$ cat config.mk
export PLATFORM = sky130hd
export DESIGN_NAME = qpat_cordic
export DESIGN_NICKNAME = d
export VERILOG_FILES = /design/src/qpat_pkg.sv /design/src/qpat_cordic.sv
export SDC_FILE = /design/constraint.sdc
export NUM_CORES = 1
export LEC_CHECK = 0
export BUFFER_PORTS_ARGS = -buffer_cell sky130_fd_sc_hd__buf_2
export CAP_MARGIN = 10
export CORE_UTILIZATION = 48
export DETAILED_ROUTE_END_ITERATION = 12
export GPL_TIMING_DRIVEN = 1
export MAX_ROUTING_LAYER = met4
export PLACE_DENSITY = 0.77
export REMOVE_ABC_BUFFERS = 1
export SYNTH_ARGS = -nofsm -noshare
export SYNTH_HDL_FRONTEND = slang
export SYNTH_SLANG_ARGS = --single-unit
export TNS_END_PERCENT = 30
$ cat constraint.sdc
create_clock -name clk_i -period 12.17 [get_ports clk_i]
set_input_delay 0.6085 -clock clk_i [delete_from_list [all_inputs] [get_ports clk_i]]
set_output_delay 0.6085 -clock clk_i [all_outputs]
set_load 0.02 [all_outputs]
$ cat src/qpat_pkg.sv
package qpat_pkg;

  localparam int SampleBits = 16;

  typedef struct packed {
    logic                         operation;
    logic signed [SampleBits-1:0] sample_a;
    logic signed [SampleBits-1:0] sample_b;
  } in_item_t;

  typedef struct packed {
    logic signed [15:0] angle;
    logic signed [31:0] speed;
    logic               started;
  } out_item_t;

  localparam int CordicSteps = 24;
  localparam logic signed [63:0] QuarterTurn = 64'sd1073741824;
  localparam logic signed [63:0] CordicGainQ30 = 64'sd652032875;
  localparam logic signed [31:0] Inv2PiQ24 = 32'sd2670178;

  localparam logic [1:0] RegKp = 2'd0;
  localparam logic [1:0] RegKi = 2'd1;
  localparam logic [1:0] RegTs = 2'd2;
  localparam logic [1:0] RegK  = 2'd3;

  function automatic logic signed [63:0] atan_entry(input logic [4:0] i);
    logic signed [63:0] r;
    begin
      case (i)
        5'd0: r = 64'sd536870912;  5'd1: r = 64'sd316933405;
        5'd2: r = 64'sd167458907;  5'd3: r = 64'sd85004756;
        5'd4: r = 64'sd42667331;   5'd5: r = 64'sd21354465;
        5'd6: r = 64'sd10679838;   5'd7: r = 64'sd5340245;
        5'd8: r = 64'sd2670163;    5'd9: r = 64'sd1335086;
        5'd10: r = 64'sd667544;    5'd11: r = 64'sd333772;
        5'd12: r = 64'sd166886;    5'd13: r = 64'sd83443;
        5'd14: r = 64'sd41721;     5'd15: r = 64'sd20860;
        5'd16: r = 64'sd10430;     5'd17: r = 64'sd5215;
        5'd18: r = 64'sd2607;      5'd19: r = 64'sd1303;
        5'd20: r = 64'sd651;       5'd21: r = 64'sd325;
        5'd22: r = 64'sd162;       5'd23: r = 64'sd81;
        default: r = 64'sd0;
      endcase
      return r;
    end
  endfunction

  function automatic logic signed [31:0] sat32(input logic signed [63:0] v);
    logic signed [31:0] r;
    begin
      if (v > 64'sd2147483647) r = 32'sh7fffffff;
      else if (v < -64'sd2147483648) r = 32'sh80000000;
      else r = v[31:0];
      return r;
    end
  endfunction

endpackage

$ cat src/qpat_cordic.sv
// shared cordic: vectoring (atan2) or rotation (sin/cos), one step a cycle
module qpat_cordic (
  input  logic                clk_i,
  input  logic                rst_ni,
  input  logic                start_i,
  input  logic                vector_i,
  input  logic signed [63:0]  x_i,
  input  logic signed [63:0]  y_i,
  input  logic signed [63:0]  z_i,
  output logic                done_o,
  output logic signed [63:0]  x_o,
  output logic signed [63:0]  y_o,
  output logic signed [63:0]  z_o
);
  import qpat_pkg::*;

  logic signed [63:0] x_q, y_q, z_q;
  logic [4:0] step_q;
  logic busy_q, vec_q, done_q;
  logic dir_neg;
  logic signed [63:0] dx, dy, at;

  assign dx = y_q >>> step_q;
  assign dy = x_q >>> step_q;
  assign at = atan_entry(step_q);
  // rotate towards zero residual: vectoring looks at y, rotation at z
  assign dir_neg = vec_q ? (y_q < 0) : !(z_q < 0);

  always_ff @(posedge clk_i or negedge rst_ni) begin
    if (!rst_ni) begin
      busy_q <= 1'b0;
      done_q <= 1'b0;
      step_q <= '0;
      vec_q  <= 1'b0;
    end else begin
      done_q <= 1'b0;
      if (start_i) begin
        busy_q <= 1'b1;
        step_q <= '0;
        vec_q  <= vector_i;
      end else if (busy_q) begin
        if (step_q == 5'(CordicSteps - 1)) begin
          busy_q <= 1'b0;
          done_q <= 1'b1;
        end
        step_q <= step_q + 5'd1;
      end
    end
  end

  always_ff @(posedge clk_i) begin
    if (start_i) begin
      x_q <= x_i;
      y_q <= y_i;
      z_q <= z_i;
    end else if (busy_q) begin
      if (dir_neg) begin
        x_q <= x_q - dx;
        y_q <= y_q + dy;
        z_q <= z_q - at;
      end else begin
        x_q <= x_q + dx;
        y_q <= y_q - dy;
        z_q <= z_q + at;
      end
    end
  end

  assign done_o = done_q;
  assign x_o = x_q;
  assign y_o = y_q;
  assign z_o = z_q;
endmodule

==> flow_metrics.py <==
metrics = {
    "status": {
        "outcome": "complete, no violations",
    },
    "timing": {
        "tightestPinTransition_ns": 1.41,
        "slew_violations": 0,
        "setup_viol": 0,
        "rsz0062_at_grt": "false",
        "hold_viol": 0,
        "min_period_ns": 9.63,
        "finalWorstSetupSlack_ns": 2.54,
        "fin_crit_sh_pct": 79.1,
        "slew_headroom_pct": 5.60,
        "fmax_mhz": 104,
        "fin_skew_ns": 0.0314,
    },
    "synth": {
        "syn_area_per_cell_um2": 8.24,
        "synth.most_common_cell": "nand2_1",
        "synthDistinctLibCells": 102,
        "ys_seq_area_share_pct": 17.6,
        "synth_edf_count": 192,
        "synth_ff_type": "edfxtp_1",
        "async_reset_ff_share_pct": 4.00,
        "netlist_instances": 4120,
        "netlist_area_um2": 34000,
        "yosys_warnings": 0,
        "ys_top_cells_by_area": "edfxtp_1 17%, mux4_2 11%, ha_1 7.8%, o21ai_0 5.7%, nand2_1 5.7%",
        "synth_common_cells": "514 x nand2_1, 386 x o21ai_0, 317 x a21oi_1",
        "synth_top_area_cell": "edfxtp_1",
        "synth_seq_cells": 200,
        "synth_top_area_share_pct": 17.0,
    },
    "setup_path": {
        "timing.rr.start": "step_q[2]",
        "cp.arrival_ns": 9.96,
        "worst-r2r-setup-slack_ns": 2.54,
        "cp-end-kind": "flip-flop",
        "crit_path_start": "step_q[2]",
        "crit_path_max_fanout": 66,
        "cp-endpoint": "x_o[60]",
        "crit_required_ns": 12.50,
        "critical_path_class": "flip-flop to flip-flop",
        "rr_worst_depth": 24,
        "r2r-end": "x_o[60]",
        "cp-start-kind": "flip-flop",
    },
    "route": {
        "ant_nets": 0,
        "vias_per_cell": 6.98,
        "wire_per_inst_um": 29.1,
        "drt-initial-drc-count": 5458,
        "routed-via-count": 36700,
        "dr.pass1.iters": 9,
        "drc": 0,
        "wirelength_um": 153000,
    },
    "die": {
        "io_pins": 389,
        "dieArea_um2": 71800,
        "start_util_pct": 48.5,
        "num_rows": 97,
        "die_height_um": 268,
        "coreArea_um2": 70000,
        "die_w_um": 268,
    },
    "hold_path": {
        "hp-start": "y_i[44]",
        "hold_class": "primary input to flip-flop",
    },
    "global_route": {
        "grt_first_pass_wirelength_um": 222000,
        "gr-usage-met1_pct": 59.1,
        "antenna_found_initial": 7,
        "grt_use_met2_pct": 60.8,
        "grt_pass1_vias": 33200,
        "grt_util_met3_pct": 9.32,
        "grt_usage_pct": 42.8,
        "busiest_layer": "met2",
        "grt_overflow": 0,
        "grt_max_degree": 136,
    },
    "placement": {
        "pre_cts_ws_ns": 2.96,
        "io_buffers": 388,
        "place_congestion": 1.09,
        "hpwl_um": 118000,
    },
    "clock_tree": {
        "cts.clk_slew.worst_paths_ns": 0.12,
        "cts-root-buf": "clkbuf_16",
        "worstSkewPairLatency_ns": 0.55,
        "cts_tree": "built",
        "clock-sinks": 200,
        "cts-buffers-inserted": 17,
        "clock_path_buffers": 2,
        "cts_max_level": 4,
    },
    "final_layout": {
        "regArea_um2": 5980,
        "fin_nets": 4705,
        "post_route_cells_drive_above_1_share_pct": 18.4,
        "multiInputGateArea_um2": 26500,
        "syn_to_final_growth_pct": 8.74,
        "fill_cells": 6771,
    },
    "flow_run": {
        "drv_cap": 0,
    },
}
[metrics by stage]
stage	setup TNS (ns)	utilization [%]	std cells	hold slack (ns)	instance area (um2)
CTS	0	52.7	5247	0.303	36900
global placement	0	51.8	5213	0.507	36200
global route	0	52.7	5255	0.340	36900
finish	0	52.7	5257	0.313	36900
detailed placement	0	51.8	5214	0.505	36300
floorplan	-277.47	-	3837	0.313	32600
[registers in the layout (all words and copies together) (netlist names)]
name	cells
busy_q	1
done_o	1
step_q	5
vec_q	1
x_o	64
y_o	64
z_o	64
[how the worst min path moves through the flow]
stage | to | cells past startpoint
after global routing | z_o[59] | 3
after global placement | vec_q | 1
after CTS | y_o[44] | 3
final | y_o[44] | 3
after floorplan | busy_q | 0
after detailed placement | vec_q | 1
[critical path, stage by stage, from the launching register on]
cell	delay (ns)
dfrtp_4	0.93
buf_4	0.76
mux4_2	0.59
and2_1	0.17
a31o_2	0.23
o221ai_1	0.42
ha_1	0.27
nand3_1	0.16
or4_1	0.73
or3_1	0.40
nor3_1	0.41
a31oi_1	0.17
xnor2_1	0.44
ha_1	0.30
and3_1	0.24
or3b_2	0.46
or3_1	0.37
o311ai_0	0.45
o2111ai_1	0.23
a211oi_1	0.43
nand2b_1	0.22
a221o_1	0.21
a311oi_1	0.20
and3b_1	0.25
o41ai_1	0.30
[layer usage]
layer | vias up | part of all wire [%]
met3 | 351 | 12
met5 | - | 0
met4 | 0 | 3.7
met2 | 2483 | 43
met1 | 17800 | 42
li1 | 16000 | -
[repair_timing]
action / 4_1_cts / 5_1_grt
endpoints found under the hold margin: 8 / 0
gates resized for setup: 0 / 0
setup buffers: 0 / 0
hold buffers: 1 / 0
[placed cells by master, fill, tap and decap left out, types with 26 or more instances in the layout]
cell	count
o21bai_1	36
inv_1	62
nand2b_1	53
and3_1	37
buf_2	388
a31oi_1	55
edfxtp_1	192
xor2_1	151
nand2_1	514
nor2_1	259
ha_1	212
a21o_1	142
a22oi_1	26
mux4_2	161
buf_4	42
nor3_1	54
nand3_1	82
xnor2_1	170
a211oi_1	51
o21a_1	27
mux2_2	93
nor2b_1	49
mux2i_1	153
a21oi_1	317
o22ai_1	56
and2_1	41
o211ai_1	33
nand4_1	49
o21ai_0	386
[final cells by class]
type | count | area share [%]
clock inverters | 15 | 0.596
flip-flops and latches | 200 | 16.2
well taps | 940 | 3.18
repair buffers | 438 | 6.50
multi-input cells | 3571 | 71.6
diodes | 10 | 0.0678
inverters | 66 | 0.678
clock buffers | 17 | 1.15
[cells by family after synthesis]
kind of cell / Yosys count / share of synthesized area, %
muxes: 413 / 18.5
buffers and inverters: 349 / 4.66
xor gates and xnor gates: 321 / 8.28
adders and majority gates: 215 / 7.99
and+or+nand+nor: 1245 / 17.1
AOI/OAI and AO/OA: 1377 / 25.9
DFF: 200 / 17.6
Power is left out: the tool's default activity adds up to more than one toggle a clock period on the data nets, which glitch-free logic cannot reach.
